[src/rtl/core/pearson_correlation_accumulator_top_assert.svh]
// ============================================================================
// Assertion macros for the Pearson correlation accumulator
// Implication and next-cycle checks, compiled out for synthesis.
// ============================================================================
`ifndef PEARSON_CORRELATION_ACCUMULATOR_TOP_ASSERT_SVH
`define PEARSON_CORRELATION_ACCUMULATOR_TOP_ASSERT_SVH
`ifndef SYNTHESIS
`define PCA_ASSERT_IMP(label, clk, rst, ante, cons) \
   label: assert property (@(posedge clk) disable iff (rst) (ante) |-> (cons)) \
      else $error("pca check failed");
`define PCA_ASSERT_NXT(label, clk, rst, ante, cons) \
   label: assert property (@(posedge clk) disable iff (rst) (ante) |=> (cons)) \
      else $error("pca check failed");
`else
`define PCA_ASSERT_IMP(label, clk, rst, ante, cons)
`define PCA_ASSERT_NXT(label, clk, rst, ante, cons)
`endif
`endif

[src/rtl/core/pca_pkg.sv]
// ============================================================================
// Pearson correlation accumulator package
// Shared widths, beat types, operation codes and sequencer states.
// ============================================================================
package pca_pkg;

   localparam int SAMPLE_BITS         = 16;
   localparam int COUNT_BITS_DEFAULT  = 16;
   localparam int FRAC_BITS           = 14;
   localparam int CORR_BITS           = 16;
   localparam int OP_QUEUE_DEPTH      = 2;
   localparam int RSP_QUEUE_DEPTH     = 2;
   localparam int OPERAND_BITS_DEFAULT = 2 * (SAMPLE_BITS + COUNT_BITS_DEFAULT + 1) + 1;

   typedef enum logic [1:0] {
      KIND_ADD   = 2'd0,
      KIND_DROP  = 2'd1,
      KIND_EVAL  = 2'd2,
      KIND_CLEAR = 2'd3
   } kind_type;

   typedef struct packed {
      kind_type                       kind;
      logic signed [SAMPLE_BITS-1:0]  x_value;
      logic signed [SAMPLE_BITS-1:0]  y_value;
   } req_type;

   typedef struct packed {
      logic signed [CORR_BITS-1:0] correlation;
      logic                        is_null;
   } rsp_type;

   // classified operation with the sample products already formed
   typedef struct packed {
      kind_type                        kind;
      logic signed [SAMPLE_BITS-1:0]   x;
      logic signed [SAMPLE_BITS-1:0]   y;
      logic signed [2*SAMPLE_BITS-1:0] xx;
      logic signed [2*SAMPLE_BITS-1:0] yy;
      logic signed [2*SAMPLE_BITS-1:0] xy;
   } op_type;

   typedef enum logic [2:0] {
      ST_IDLE,
      ST_MUL,
      ST_SAT,
      ST_ROOT_A,
      ST_ROOT_B,
      ST_EMIT
   } exec_state_type;

   typedef enum logic [2:0] {
      MS_N_SXX   = 3'd0,
      MS_SX_SX   = 3'd1,
      MS_N_SYY   = 3'd2,
      MS_SY_SY   = 3'd3,
      MS_N_SXY   = 3'd4,
      MS_SX_SY   = 3'd5,
      MS_VX_VY   = 3'd6,
      MS_NUM_NUM = 3'd7
   } mul_step_type;

endpackage

[src/rtl/core/pca_front.sv]
// ============================================================================
// Pearson correlation accumulator front end
// Accepts request beats and forms the sample products for the back end.
// ============================================================================
module pca_front
   import pca_pkg::*;
(
   input  logic    push,
   input  req_type req_data,
   input  logic    queue_full,
   output logic    queue_push,
   output op_type  op_data
);

   logic signed [2*SAMPLE_BITS-1:0] xx, yy, xy;

   assign xx = req_data.x_value * req_data.x_value;
   assign yy = req_data.y_value * req_data.y_value;
   assign xy = req_data.x_value * req_data.y_value;

   assign queue_push = push && !queue_full;

   always_comb begin
      op_data.kind = req_data.kind;
      op_data.x    = req_data.x_value;
      op_data.y    = req_data.y_value;
      op_data.xx   = xx;
      op_data.yy   = yy;
      op_data.xy   = xy;
   end

endmodule

[config.mk]
export PLATFORM = sky130hd
export DESIGN_NAME = pca_front
export DESIGN_NICKNAME = d
export VERILOG_FILES = /design/src/rtl/core/pearson_correlation_accumulator_top_assert.svh /design/src/rtl/core/pca_pkg.sv /design/src/rtl/core/pca_front.sv
export SDC_FILE = /design/constraint.sdc
export NUM_CORES = 2
export LEC_CHECK = 0
export BUFFER_PORTS_ARGS = -buffer_cell sky130_fd_sc_hd__buf_2
export CAP_MARGIN = 20
export CORE_MARGIN = 10
export CORE_UTILIZATION = 50
export DETAILED_ROUTE_END_ITERATION = 7
export PLACE_DENSITY = 0.65
export SLEW_MARGIN = 15
export SYNTH_ARGS = -nofsm -noshare
export SYNTH_HDL_FRONTEND = slang
export SYNTH_SLANG_ARGS = --single-unit
[constraint.sdc]
create_clock -name vclk -period 17.45
set_input_delay 1.745 -clock vclk [all_inputs]
set_output_delay 1.745 -clock vclk [all_outputs]
set_load 0.05 [all_outputs]
==> results.py <==
metrics = {
    "grt": {
        "track_usage_pct": 20.2,
        "antenna_found_initial": 1,
        "grt_pass1_wl_um": 110000,
        "grt_pass1_vias": 22400,
        "gr-total-overflow": 0,
        "grt_start_max_net_pins": 39,
    },
    "routing": {
        "vias": 19800,
        "drt_iter0_markers": 955,
        "ant_nets": 0,
        "firstDrtPassIters": 5,
        "drcViolationCount": 0,
        "viasPerCell": 5.06,
        "wl_per_cell_um": 16.4,
        "drt_wl_total_um": 64100,
    },
    "timing": {
        "max_freq_mhz": 89.5,
        "maxSlewViolCount": 0,
        "fin_crit_ns": 11.17,
        "worst_pin_slew_ns": 0.929,
        "setup_tns_ns": 0,
        "rsz0062_at_grt": "no",
        "hold_violations": 0,
        "relSlewSlack_pct": 38.1,
        "post-route-period-util_pct": 64.0,
        "setup_violations": 0,
    },
    "critical_path": {
        "startpoint_type": "input pin",
        "crit_start": "req_data[31]",
        "max_stage_delay_ns": 0.91,
        "crit_slowest_cell": "fa_1",
        "worstPathArrival_ns": 9.42,
        "cpMostUsedCell": "fa_1",
        "cp_cell_sequence": "buf_2 > clkinv_1 > nor2_1 > fa_1 > fa_1 > fa_1 > fa_1 > fa_1 > inv_1 > fa_1 > inv_1 > ha_1 > nand2_1 > nor3_1 > o211ai_1 > a311oi_1 > a21o_1 > a21oi_1 > xnor2_1 > buf_2",
        "cp.required_ns": 15.70,
        "path_max_fanout": 33,
        "cp-end-kind": "output pin",
        "worstSetupPathType": "in2out",
    },
    "die": {
        "die_x_um": 257,
        "initial_core_util_pct": 50.7,
        "die_area_um2": 65800,
        "design.core.area_um2": 55200,
        "die_h_um": 257,
        "ioPinCount": 167,
        "placementRows": 86,
    },
    "synthesis": {
        "yosysMostFrequentCell": "inv_1",
        "synthTopCellsByCount": "inv_1 (925), fa_1 (729), nand2_1 (304)",
        "yosys-top-cells-area": "fa_1 (52%), inv_1 (12%), ha_1 (12%)",
        "synth_largest_area_cell": "fa_1",
        "synth_cell_types": 54,
        "ys_warn_count": 0,
        "ys_seq_area_share_pct": 0,
        "netlist_instances": 3124,
        "syn_area_um2": 28000,
        "yosys.area.top_type_share_pct": 52.2,
        "syn_area_per_cell_um2": 8.95,
    },
    "final_layout": {
        "n_antenna_cell": 0,
        "areaGrowthSynthToFinish_pct": 4.21,
        "multiInputGateArea_um2": 23800,
        "drive_above_1_share_pct": 6.40,
        "nets": 4191,
        "seq_area_um2": 0,
        "n_fill_cell": 5187,
        "fin_cells": 3905,
        "clock_buffers": 0,
        "n_sequential_cell": 0,
    },
    "placed_design": {
        "hpwl_um": 51900,
        "dpl.cell_count": 3905,
        "place.gp.congestion": 0.914,
        "portBuffers": 161,
    },
    "clock_tree": {
        "post-cts-setup-buffer-count": 0,
        "post_cts_resized": 0,
        "hold_buffers": 0,
    },
    "worst_hold_path": {
        "hold_class": "in2out",
        "hp-start": "req_data[32]",
    },
    "run": {
        "maxCapViolCount": 0,
    },
    "run_status": {
        "status": "completed",
    },
}
==> critical path, delay by kind of cell <==
kind	cells	cell delay, ns
buffers and inverters	5	1.69
AO/OA/AOI/OAI	4	0.94
adder cells (fa/ha/maj)	7	3.91
AND/OR/NAND/NOR	3	0.98
XOR/XNOR	1	0.13
==> layout make-up <==
cell class	count	share of cell area, %
Multi-Input combinational cell	2045	81.6
Inverter	935	12.0
Tap cell	748	3.21
Timing Repair Buffer	177	3.18
==> cells in the final DEF, fill, tap and decap left out, types with 8 or more instances in the layout <==
master	netlist	routed
and2_1	171	171
nand2_1	304	304
xor2_1	23	23
o211ai_1	8	8
a31o_2	12	12
xnor2_1	104	104
nor2_1	126	126
buf_2	0	161
o21bai_1	14	14
clkinv_1	9	9
buf_4	38	16
a21o_1	36	36
o21ai_0	27	27
o21a_1	17	17
nand3_1	14	14
nand2b_1	14	14
ha_1	267	267
a21oi_1	80	80
nor3_1	15	15
nor2b_1	9	9
inv_1	925	925
fa_1	729	729
==> logic make-up (layout without fill, tap and decap cells) <==
| family | Yosys count | count (layout) | share of synthesized area, % |
|---|---|---|---|
| compound gates | 234 | 234 | 5.47 |
| other cells | 1 | 2 | 0.0134 |
| fa+ha+maj | 996 | 996 | 64.1 |
| simple gates | 684 | 684 | 11.3 |
| mux | 2 | 2 | 0.0716 |
| xor+xnor | 127 | 127 | 3.98 |
| buf+inv | 1080 | 1112 | 15.0 |
==> layer usage <==
layer	wire length, um	up-vias	track usage (%)
li1	-	9043	-
met1	26700	10200	25.9
met2	33700	433	37.3
met3	2670	73	1.52
met4	1030	0	3.04
met5	0	-	0
==> final timing paths <==
kind / cells after the start / to / slack, ns
max: 20 / op_data[94] / 6.28
min: 0 / op_data[128] / 3.49
==> metrics by stage <==
| step | setup slack [ns] | util, % | hold WS [ns] | area, um^2 |
|---|---|---|---|---|
| global placement | 6.48 | 52.8 | 3.49 | 29200 |
| global route | 5.85 | 52.8 | 3.49 | 29200 |
| floorplan | 7.54 | - | 3.66 | 28000 |
| CTS | 6.36 | 52.8 | 3.49 | 29200 |
| finish | 6.28 | 52.8 | 3.49 | 29200 |
| detailed placement | 6.40 | 52.8 | 3.49 | 29200 |
Power is not shown: default switching activity piles up to over one toggle a cycle in this logic, so the estimate is an artifact.
