File: src/rtl/core/pearson_correlation_accumulator_top_assert.svh
// ============================================================================
// Assertion macros for the Pearson correlation accumulator
// Implication and next-cycle checks, compiled out for synthesis.
// ============================================================================
`ifndef PEARSON_CORRELATION_ACCUMULATOR_TOP_ASSERT_SVH
`define PEARSON_CORRELATION_ACCUMULATOR_TOP_ASSERT_SVH
`ifndef SYNTHESIS
`define PCA_ASSERT_IMP(label, clk, rst, ante, cons) \
   label: assert property (@(posedge clk) disable iff (rst) (ante) |-> (cons)) \
      else $error("pca check failed");
`define PCA_ASSERT_NXT(label, clk, rst, ante, cons) \
   label: assert property (@(posedge clk) disable iff (rst) (ante) |=> (cons)) \
      else $error("pca check failed");
`else
`define PCA_ASSERT_IMP(label, clk, rst, ante, cons)
`define PCA_ASSERT_NXT(label, clk, rst, ante, cons)
`endif
`endif

File: src/rtl/core/pca_pkg.sv
// ============================================================================
// Pearson correlation accumulator package
// Shared widths, beat types, operation codes and sequencer states.
// ============================================================================
package pca_pkg;

   localparam int SAMPLE_BITS         = 16;
   localparam int COUNT_BITS_DEFAULT  = 16;
   localparam int FRAC_BITS           = 14;
   localparam int CORR_BITS           = 16;
   localparam int OP_QUEUE_DEPTH      = 2;
   localparam int RSP_QUEUE_DEPTH     = 2;
   localparam int OPERAND_BITS_DEFAULT = 2 * (SAMPLE_BITS + COUNT_BITS_DEFAULT + 1) + 1;

   typedef enum logic [1:0] {
      KIND_ADD   = 2'd0,
      KIND_DROP  = 2'd1,
      KIND_EVAL  = 2'd2,
      KIND_CLEAR = 2'd3
   } kind_type;

   typedef struct packed {
      kind_type                       kind;
      logic signed [SAMPLE_BITS-1:0]  x_value;
      logic signed [SAMPLE_BITS-1:0]  y_value;
   } req_type;

   typedef struct packed {
      logic signed [CORR_BITS-1:0] correlation;
      logic                        is_null;
   } rsp_type;

   // classified operation with the sample products already formed
   typedef struct packed {
      kind_type                        kind;
      logic signed [SAMPLE_BITS-1:0]   x;
      logic signed [SAMPLE_BITS-1:0]   y;
      logic signed [2*SAMPLE_BITS-1:0] xx;
      logic signed [2*SAMPLE_BITS-1:0] yy;
      logic signed [2*SAMPLE_BITS-1:0] xy;
   } op_type;

   typedef enum logic [2:0] {
      ST_IDLE,
      ST_MUL,
      ST_SAT,
      ST_ROOT_A,
      ST_ROOT_B,
      ST_EMIT
   } exec_state_type;

   typedef enum logic [2:0] {
      MS_N_SXX   = 3'd0,
      MS_SX_SX   = 3'd1,
      MS_N_SYY   = 3'd2,
      MS_SY_SY   = 3'd3,
      MS_N_SXY   = 3'd4,
      MS_SX_SY   = 3'd5,
      MS_VX_VY   = 3'd6,
      MS_NUM_NUM = 3'd7
   } mul_step_type;

endpackage

File: src/rtl/core/pca_fifo.sv
// ============================================================================
// Pearson correlation accumulator beat queue
// Small register queue with simultaneous push and pop.
// ============================================================================
module pca_fifo
   import pca_pkg::*;
#(
   parameter int WIDTH = 8,
   parameter int DEPTH = 2
) (
   input  logic             clock,
   input  logic             reset,
   input  logic             push,
   input  logic [WIDTH-1:0] push_data,
   output logic             full,
   input  logic             pop,
   output logic [WIDTH-1:0] pop_data,
   output logic             empty
);

   localparam int PTR_W = (DEPTH > 1) ? $clog2(DEPTH) : 1;
   localparam int CNT_W = $clog2(DEPTH + 1);

   logic [WIDTH-1:0] mem_ff [DEPTH];
   logic [PTR_W-1:0] wr_ptr_ff, wr_ptr_in;
   logic [PTR_W-1:0] rd_ptr_ff, rd_ptr_in;
   logic [CNT_W-1:0] count_ff, count_in;
   logic             do_push, do_pop;

   assign full     = (count_ff == CNT_W'(DEPTH));
   assign empty    = (count_ff == '0);
   assign do_push  = push && !full;
   assign do_pop   = pop && !empty;
   assign pop_data = mem_ff[rd_ptr_ff];

   always_comb begin
      wr_ptr_in = wr_ptr_ff;
      rd_ptr_in = rd_ptr_ff;
      count_in  = count_ff;
      if (do_push) begin
         wr_ptr_in = (wr_ptr_ff == PTR_W'(DEPTH - 1)) ? '0 : wr_ptr_ff + 1'b1;
      end
      if (do_pop) begin
         rd_ptr_in = (rd_ptr_ff == PTR_W'(DEPTH - 1)) ? '0 : rd_ptr_ff + 1'b1;
      end
      if (do_push && !do_pop) begin
         count_in = count_ff + 1'b1;
      end else if (do_pop && !do_push) begin
         count_in = count_ff - 1'b1;
      end
   end

   always_ff @(posedge clock) begin
      if (reset) begin
         wr_ptr_ff <= '0;
         rd_ptr_ff <= '0;
         count_ff  <= '0;
      end else begin
         wr_ptr_ff <= wr_ptr_in;
         rd_ptr_ff <= rd_ptr_in;
         count_ff  <= count_in;
      end
   end

   always_ff @(posedge clock) begin
      if (do_push) begin
         mem_ff[wr_ptr_ff] <= push_data;
      end
   end

endmodule

File: config.mk
export PLATFORM = sky130hd
export DESIGN_NAME = pca_fifo
export DESIGN_NICKNAME = d
export VERILOG_FILES = /design/src/rtl/core/pearson_correlation_accumulator_top_assert.svh /design/src/rtl/core/pca_pkg.sv /design/src/rtl/core/pca_fifo.sv
export SDC_FILE = /design/constraint.sdc
export NUM_CORES = 1
export LEC_CHECK = 0
export ABC_AREA = 1
export BUFFER_PORTS_ARGS = -buffer_cell sky130_fd_sc_hd__buf_2
export CAP_MARGIN = 20
export CORE_MARGIN = 2
export CORE_UTILIZATION = 37
export CTS_CLUSTER_DIAMETER = 200
export CTS_CLUSTER_SIZE = 20
export DETAILED_ROUTE_END_ITERATION = 8
export PLACE_DENSITY = 0.69
export SYNTH_ARGS = -nofsm -noshare
export SYNTH_HDL_FRONTEND = slang
export SYNTH_SLANG_ARGS = --single-unit
File: constraint.sdc
create_clock -name clock -period 4 [get_ports clock]
set_input_delay 0.8 -clock clock [delete_from_list [all_inputs] [get_ports clock]]
set_output_delay 0.8 -clock clock [all_outputs]
set_load 0.01 [all_outputs]
==> results of run 1 <==
==> cells by family (layout without fill, tap and decap cells) <==
logic type                 Yosys count  after routing  synth area share
and+or+nand+nor                     16             16            0.0831
DFF                                 21             21             0.701
adders and majority gates            1              1            0.0151
muxes                                8              8             0.109
AOI/OAI and AO/OA                    6              6            0.0453
buffers and inverters               10             34            0.0468
==> worst paths after layout <==
check	startpoint	endpoint	cells after the start
setup / recovery	register	pop_data[2]	2
setup reg to reg	count_ff[0]$_SDFFE_PP0P_	mem_ff[1][4]$_DFFE_PP_	2
hold / removal	wr_ptr_ff$_SDFFE_PP0N_	wr_ptr_ff$_SDFFE_PP0N_	2
hold reg to reg	wr_ptr_ff$_SDFFE_PP0N_	wr_ptr_ff$_SDFFE_PP0N_	2
==> sequential cells by signal, summed over array words and instances (netlist names), named ones only <==
signal / count
mem_ff: 16
count_ff: 2
rd_ptr_ff: 1
wr_ptr_ff: 1
==> power by group <==
group | total (mW) | switching (mW) | internal (mW) | leakage (nW)
clock network | 0.0930 | 0.0543 | 0.0387 | 0.0150
logic | 0.172 | 0.0901 | 0.0824 | 0.200
registers | 0.309 | 0.0305 | 0.279 | 0.191
total | 0.575 | 0.175 | 0.400 | 0.406
==> per-stage QoR <==
stage                     total power, mW  hold slack (ns)
after floorplan                     0.435            0.474
after global placement              0.486            0.484
after detailed placement            0.490            0.503
after CTS                           0.585            0.524
after global routing                0.613            0.551
final                               0.575            0.520
==> layout make-up <==
cell class / count / area share
Inverter: 9 / 0.0341
Clock buffer: 4 / 0.0265
Multi-Input combinational cell: 31 / 0.211
Tap cell: 28 / 0.0354
Sequential cell: 21 / 0.587
Timing Repair Buffer: 21 / 0.106
==> worst max-delay path: stages (launching register included) <==
cell and delay [ns]:
sky130_fd_sc_hd__dfxtp_1 0.55, sky130_fd_sc_hd__mux2_2 0.38, sky130_fd_sc_hd__buf_2 0.14
==> cell usage in the layout, fill, tap and decap left out, types with 2 or more instances in the layout <==
cell,synthesis,layout
sky130_fd_sc_hd__inv_2,2,2
sky130_fd_sc_hd__nor2_1,9,9
sky130_fd_sc_hd__o21ai_2,2,2
sky130_fd_sc_hd__clkbuf_4,0,3
sky130_fd_sc_hd__inv_1,7,7
sky130_fd_sc_hd__dfxtp_1,5,5
sky130_fd_sc_hd__o21ai_0,2,2
sky130_fd_sc_hd__edfxtp_1,16,16
sky130_fd_sc_hd__nand2_1,4,4
sky130_fd_sc_hd__mux2_2,8,8
sky130_fd_sc_hd__buf_2,1,21
==> metal layers <==
| metal | GRT usage | up-vias | share of wire |
|---|---|---|---|
| li1 | - | 258 | - |
| met4 | 0.0395 | 0 | 0.0096 |
| met5 | 0 | - | 0 |
| met2 | 0.156 | 15 | 0.46 |
| met1 | 0.0987 | 217 | 0.45 |
| met3 | 0.0439 | 2 | 0.075 |
==> impl_metrics.xml, run 1 <==
<?xml version="1.0" encoding="UTF-8"?>
<metrics>
  <group name="status">
    <metric name="status" unit="">complete, no violations</metric>
  </group>
  <group name="synth">
    <metric name="asyncSetResetFlopFracSynth" unit="">0</metric>
    <metric name="syn-num-nets" unit="">75</metric>
    <metric name="synth_cell_types" unit="">16</metric>
    <metric name="synth_area_leader_cell" unit="">sky130_fd_sc_hd__edfxtp_1</metric>
    <metric name="synthesis.instances" unit="">62</metric>
    <metric name="postSynth.topFlopCell" unit="">sky130_fd_sc_hd__edfxtp_1</metric>
    <metric name="synth-edff-count" unit="">16</metric>
    <metric name="top_area_cells_in_the_synthesized_netlist" unit="">sky130_fd_sc_hd__edfxtp_1, sky130_fd_sc_hd__dfxtp_1, sky130_fd_sc_hd__mux2_2</metric>
    <metric name="post_syn_area" unit="um2">828</metric>
    <metric name="flip_flop_and_latch_count_after_synthesis" unit="">21</metric>
    <metric name="synth_commonest_cells" unit="">sky130_fd_sc_hd__edfxtp_1, sky130_fd_sc_hd__nor2_1, sky130_fd_sc_hd__mux2_2</metric>
    <metric name="netlist.area_leader.share" unit="">0.580</metric>
    <metric name="synth.yosys.seq_area_share" unit="">0.701</metric>
    <metric name="yosysWarningCount" unit="">0</metric>
    <metric name="syn_area_per_cell" unit="um2">13.4</metric>
    <metric name="yosysMostFrequentCell" unit="">sky130_fd_sc_hd__edfxtp_1</metric>
  </group>
  <group name="flow_run">
    <metric name="max-cap-violations" unit="">0</metric>
  </group>
  <group name="timing">
    <metric name="hold_violations" unit="">0</metric>
    <metric name="max_clock_freq" unit="GHz">0.465</metric>
    <metric name="period_needed" unit="ns">2.15</metric>
    <metric name="worst_slack" unit="ns">1.85</metric>
    <metric name="finalCritPeriodShare" unit="">0.538</metric>
    <metric name="unrepaired_setup_endpoints_after_global_routing" unit="">no</metric>
    <metric name="fin_skew" unit="ns">0.00560</metric>
    <metric name="finalMaxSlewViolations" unit="">0</metric>
    <metric name="setup_tns_after_final_layout" unit="ns">0</metric>
    <metric name="worst-slew-pin-transition" unit="ns">0.683</metric>
    <metric name="report.final.setup_viol" unit="">0</metric>
    <metric name="relSlewSlack" unit="">0.543</metric>
  </group>
  <group name="worst_setup_path">
    <metric name="start_kind" unit="">register</metric>
    <metric name="crit_fanout" unit="">8</metric>
    <metric name="worst_ep_arrival_time" unit="ns">1.35</metric>
    <metric name="worst_setup_path_end_kind" unit="">output port</metric>
    <metric name="timing.critical_path.required" unit="ns">3.20</metric>
    <metric name="setup_slack_of_the_most_critical_reg_to_reg_path" unit="ns">2.45</metric>
    <metric name="timing_worst_setup_path_type" unit="">reg2out</metric>
  </group>
  <group name="floorplan">
    <metric name="start_util" unit="">0.382</metric>
    <metric name="rows" unit="">17</metric>
    <metric name="die_width" unit="um">51.3</metric>
    <metric name="floorplan.core_area" unit="um2">2170</metric>
    <metric name="chipHeight" unit="um">51.3</metric>
    <metric name="num_io_pins" unit="">22</metric>
    <metric name="dieArea" unit="um2">2630</metric>
  </group>
  <group name="layout">
    <metric name="design.final.nets" unit="">100</metric>
    <metric name="filler_cell_count" unit="">203</metric>
    <metric name="antenna_diode_instance_count" unit="">0</metric>
    <metric name="summed_area_of_non_filler_cells_in_the_final_layout" unit="um2">990</metric>
    <metric name="post_route_cells_drive_above_1_share" unit="">0.430</metric>
    <metric name="layout.area.seq" unit="um2">581</metric>
    <metric name="syn_to_final_growth" unit="%">19.5</metric>
    <metric name="final-instance-count-excl-fill" unit="">114</metric>
    <metric name="multi_input_comb_area" unit="um2">209</metric>
    <metric name="utilization" unit="">0.456</metric>
  </group>
  <group name="detailed_routing">
    <metric name="drt_pre_antenna_iters" unit="">4</metric>
    <metric name="route.detailed.wl_per_inst" unit="um">10.0</metric>
    <metric name="drc_errors" unit="">0</metric>
    <metric name="drt_iter0_drc" unit="">5</metric>
    <metric name="via_cell_ratio" unit="">4.32</metric>
    <metric name="routed_wirelength" unit="um">1140</metric>
    <metric name="antenna_left" unit="">0</metric>
    <metric name="routed-via-count" unit="">492</metric>
  </group>
  <group name="clocking">
    <metric name="tritoncts" unit="">yes</metric>
    <metric name="tritoncts_num_sinks" unit="">21</metric>
    <metric name="cts.clk_slew.worst_paths" unit="ns">0.10</metric>
    <metric name="cts_made_buffers" unit="">3</metric>
    <metric name="cts_root_buffer" unit="">sky130_fd_sc_hd__clkbuf_4</metric>
    <metric name="ctsResizeCount" unit="">0</metric>
    <metric name="cts.hold.buffers_added" unit="">0</metric>
    <metric name="clk_path_buf_depth" unit="">2</metric>
    <metric name="clk_latency" unit="ns">0.29</metric>
    <metric name="ctsHtreeMaxLevel" unit="">1</metric>
    <metric name="post_cts_buffers" unit="">0</metric>
  </group>
  <group name="pwr">
    <metric name="p_per_area" unit="nW/um2">581</metric>
    <metric name="p_leak" unit="nW">0.406</metric>
    <metric name="peak_supply_drop" unit="mV">0.339</metric>
  </group>
  <group name="grt">
    <metric name="grt_pass1_vias" unit="">404</metric>
    <metric name="grt_pass1_wl" unit="um">1660</metric>
    <metric name="grt.total_usage" unit="">0.0924</metric>
    <metric name="grt_antenna_before_repair" unit="">0</metric>
    <metric name="pin_count_of_the_biggest_net_entering_global_routing" unit="">12</metric>
    <metric name="grt_remaining_overflow" unit="">0</metric>
  </group>
  <group name="placed_design">
    <metric name="buffer_ports.inserted" unit="">21</metric>
    <metric name="dp_worst_setup_slack" unit="ns">2.10</metric>
    <metric name="dpl-instance-area" unit="um2">963</metric>
    <metric name="detailedPlacementHpwl" unit="um">848</metric>
    <metric name="routabilityCongestion" unit="">0.669</metric>
    <metric name="placed_cells_incl_taps" unit="">110</metric>
  </group>
  <group name="min_path">
    <metric name="hold_path.class" unit="">reg2reg</metric>
  </group>
</metrics>
(Power assumes the default switching activity.)
==> inputs of run 2 (changes only) <==
==> constraint.sdc (replaced) <==
create_clock -name clock -period 2.2 [get_ports clock]
set_input_delay 0.44 -clock clock [delete_from_list [all_inputs] [get_ports clock]]
set_output_delay 0.44 -clock clock [all_outputs]
set_load 0.01 [all_outputs]
==> run 2 against run 1 <==
Effect of this change: utilization increased by 0.058 points; first-iteration DRC count is 20% lower; global-route usage rose by 1.0 points; largest power group unchanged; setup slack got worse by 1.5 ns; critical path type unchanged; clock skew rose by 0.0024 ns; cell area grew 0.13%; register-to-register slack got worse by 1.8 ns; critical path depth unchanged; highest routed layer unchanged; routed wire length rose by 8.1%; largest cell class unchanged.
==> impl_metrics.xml, run 2 (synthesis results as in run 1) <==
<?xml version="1.0" encoding="UTF-8"?>
<metrics>
  <group name="clocking">
    <metric name="clk_path_buf_depth" unit="">2</metric>
    <metric name="clk_latency" unit="ns">0.30</metric>
    <metric name="cts.clk_slew.worst_paths" unit="ns">0.11</metric>
    <metric name="cts.hold.buffers_added" unit="">0</metric>
    <metric name="cts_made_buffers" unit="">3</metric>
    <metric name="tritoncts" unit="">yes</metric>
    <metric name="tritoncts_num_sinks" unit="">21</metric>
    <metric name="cts_root_buffer" unit="">sky130_fd_sc_hd__clkbuf_4</metric>
    <metric name="ctsHtreeMaxLevel" unit="">1</metric>
    <metric name="post_cts_buffers" unit="">0</metric>
    <metric name="ctsResizeCount" unit="">0</metric>
  </group>
  <group name="detailed_routing">
    <metric name="antenna_left" unit="">0</metric>
    <metric name="drc_errors" unit="">0</metric>
    <metric name="via_cell_ratio" unit="">4.46</metric>
    <metric name="drt_pre_antenna_iters" unit="">2</metric>
    <metric name="route.detailed.wl_per_inst" unit="um">10.8</metric>
    <metric name="routed-via-count" unit="">509</metric>
    <metric name="drt_iter0_drc" unit="">4</metric>
    <metric name="routed_wirelength" unit="um">1240</metric>
  </group>
  <group name="timing">
    <metric name="max_clock_freq" unit="GHz">0.550</metric>
    <metric name="finalMaxSlewViolations" unit="">0</metric>
    <metric name="finalCritPeriodShare" unit="">0.827</metric>
    <metric name="fin_skew" unit="ns">0.00799</metric>
    <metric name="report.final.setup_viol" unit="">0</metric>
    <metric name="hold_violations" unit="">0</metric>
    <metric name="setup_tns_after_final_layout" unit="ns">0</metric>
    <metric name="worst-slew-pin-transition" unit="ns">0.660</metric>
    <metric name="hold_ws" unit="ns">0.319</metric>
    <metric name="relSlewSlack" unit="">0.558</metric>
    <metric name="unrepaired_setup_endpoints_after_global_routing" unit="">no</metric>
    <metric name="period_needed" unit="ns">1.82</metric>
  </group>
  <group name="worst_setup_path">
    <metric name="start_kind" unit="">register</metric>
    <metric name="cp_cell_sequence" unit="">mux2_2, buf_2</metric>
    <metric name="worst_ep_arrival_time" unit="ns">1.38</metric>
    <metric name="timing.critical_path.required" unit="ns">1.76</metric>
    <metric name="slowest_stage" unit="">sky130_fd_sc_hd__dfxtp_1</metric>
    <metric name="worst_setup_path_end_kind" unit="">output port</metric>
    <metric name="crit_fanout" unit="">8</metric>
    <metric name="timing_worst_setup_path_type" unit="">reg2out</metric>
    <metric name="worst_path_dominant_cell_family" unit="">flip-flops</metric>
    <metric name="setup_slack_of_the_most_critical_reg_to_reg_path" unit="ns">0.65</metric>
    <metric name="cp_slowest_stage_delay" unit="ns">0.55</metric>
    <metric name="path_buf_inv" unit="">1</metric>
  </group>
  <group name="floorplan">
    <metric name="start_util" unit="">0.382</metric>
    <metric name="num_io_pins" unit="">22</metric>
    <metric name="rows" unit="">17</metric>
    <metric name="dieArea" unit="um2">2630</metric>
    <metric name="floorplan.core_area" unit="um2">2170</metric>
    <metric name="chipHeight" unit="um">51.3</metric>
    <metric name="die_width" unit="um">51.3</metric>
  </group>
  <group name="placed_design">
    <metric name="detailedPlacementHpwl" unit="um">920</metric>
    <metric name="routabilityCongestion" unit="">0.657</metric>
    <metric name="dpl-instance-area" unit="um2">963</metric>
    <metric name="buffer_ports.inserted" unit="">21</metric>
  </group>
  <group name="layout">
    <metric name="post_route_cells_drive_above_1_share" unit="">0.442</metric>
    <metric name="reg.largest.list" unit="">mem_ff (16), count_ff (2)</metric>
    <metric name="design.final.nets" unit="">100</metric>
    <metric name="mostFrequentLayoutCell" unit="">sky130_fd_sc_hd__buf_2</metric>
    <metric name="syn_to_final_growth" unit="%">19.6</metric>
    <metric name="summed_area_of_non_filler_cells_in_the_final_layout" unit="um2">991</metric>
    <metric name="largest-register" unit="">mem_ff</metric>
    <metric name="layout.cells.most_common_list" unit="">sky130_fd_sc_hd__buf_2, sky130_fd_sc_hd__edfxtp_1, sky130_fd_sc_hd__nor2_1</metric>
    <metric name="largest_register_ff_count" unit="">16</metric>
    <metric name="antenna_diode_instance_count" unit="">0</metric>
    <metric name="utilization" unit="">0.457</metric>
    <metric name="filler_cell_count" unit="">223</metric>
  </group>
  <group name="pwr">
    <metric name="seq_power_share" unit="">0.532</metric>
    <metric name="peak_supply_drop" unit="mV">0.661</metric>
    <metric name="total_power" unit="mW">1.06</metric>
    <metric name="switching_power" unit="mW">0.336</metric>
    <metric name="power_frac_comb" unit="">0.298</metric>
    <metric name="p_per_area" unit="nW/um2">1070</metric>
    <metric name="power.switching_fraction" unit="">0.317</metric>
    <metric name="power.clock.fraction" unit="">0.169</metric>
    <metric name="cell_internal_pwr" unit="mW">0.724</metric>
    <metric name="p_leak" unit="nW">0.408</metric>
  </group>
  <group name="grt">
    <metric name="grt_pass1_wl" unit="um">1850</metric>
    <metric name="grt_antenna_before_repair" unit="">0</metric>
    <metric name="grt.busiest_layer" unit="">met2</metric>
    <metric name="grt_remaining_overflow" unit="">0</metric>
    <metric name="grt.met1_usage" unit="">0.101</metric>
    <metric name="grt.total_usage" unit="">0.103</metric>
    <metric name="grt_use_met3" unit="">0.0468</metric>
    <metric name="pin_count_of_the_biggest_net_entering_global_routing" unit="">13</metric>
    <metric name="globalRouteMet2Util" unit="">0.186</metric>
    <metric name="grt_pass1_vias" unit="">439</metric>
  </group>
  <group name="flow_run">
    <metric name="max-cap-violations" unit="">0</metric>
  </group>
  <group name="status">
    <metric name="status" unit="">complete, no violations</metric>
  </group>
  <group name="min_path">
    <metric name="hold_path.class" unit="">in2reg</metric>
  </group>
</metrics>
-- run 2: worst register-to-register path, delay by kind of cell (launching register included) --
family           cells  cell delay [ns]
AO/OA/AOI/OAI        1             0.14
flip-flops           1             0.52
AND/OR/NAND/NOR      1             0.53
-- run 2: cell type report --
| cell class | instances | area (um2) | area share |
|---|---|---|---|
| Clock inverter | 1 | 5.00 | 0.00505 |
| Timing Repair Buffer | 21 | 105 | 0.106 |
| Sequential cell | 21 | 581 | 0.586 |
| Multi-Input combinational cell | 31 | 209 | 0.211 |
| Tap cell | 28 | 35.0 | 0.0354 |
| Inverter | 9 | 33.8 | 0.0341 |
| Clock buffer | 3 | 22.5 | 0.0227 |
-- run 2: path summary, 6_finish.rpt --
path                                          startpoint                     end  cells past startpoint
worst max-delay path                            register             pop_data[2]                      2
worst min-delay path                        push_data[1]  mem_ff[1][1]$_DFFE_PP_                      1
worst max register to register  count_ff[0]$_SDFFE_PP0P_  mem_ff[1][3]$_DFFE_PP_                      2
worst min register to register    wr_ptr_ff$_SDFFE_PP0N_  wr_ptr_ff$_SDFFE_PP0N_                      2
-- run 2: through the flow --
step                setup slack [ns]  instances
detailed placement             0.640        110
CTS                            0.334        114
global route                   0.275        114
global placement               0.688        110
finish                         0.381        114
floorplan                      0.879         62
-- run 2: metal layers --
layer,wire length (um),up-vias
li1,-,261
met1,489,227
met2,656,18
met3,73,3
met4,17,0
met5,0,-
-- run 2: power groups by stage --
stage | Clock (mW) | Sequential (mW) | Combinational (mW)
2_1_floorplan | 0 | 0.548 | 0.244
3_3_place_gp | 0 | 0.568 | 0.315
3_5_place_dp | 0 | 0.576 | 0.320
4_1_cts | 0.188 | 0.567 | 0.323
5_1_grt | 0.204 | 0.576 | 0.357
6_report | 0.179 | 0.564 | 0.316
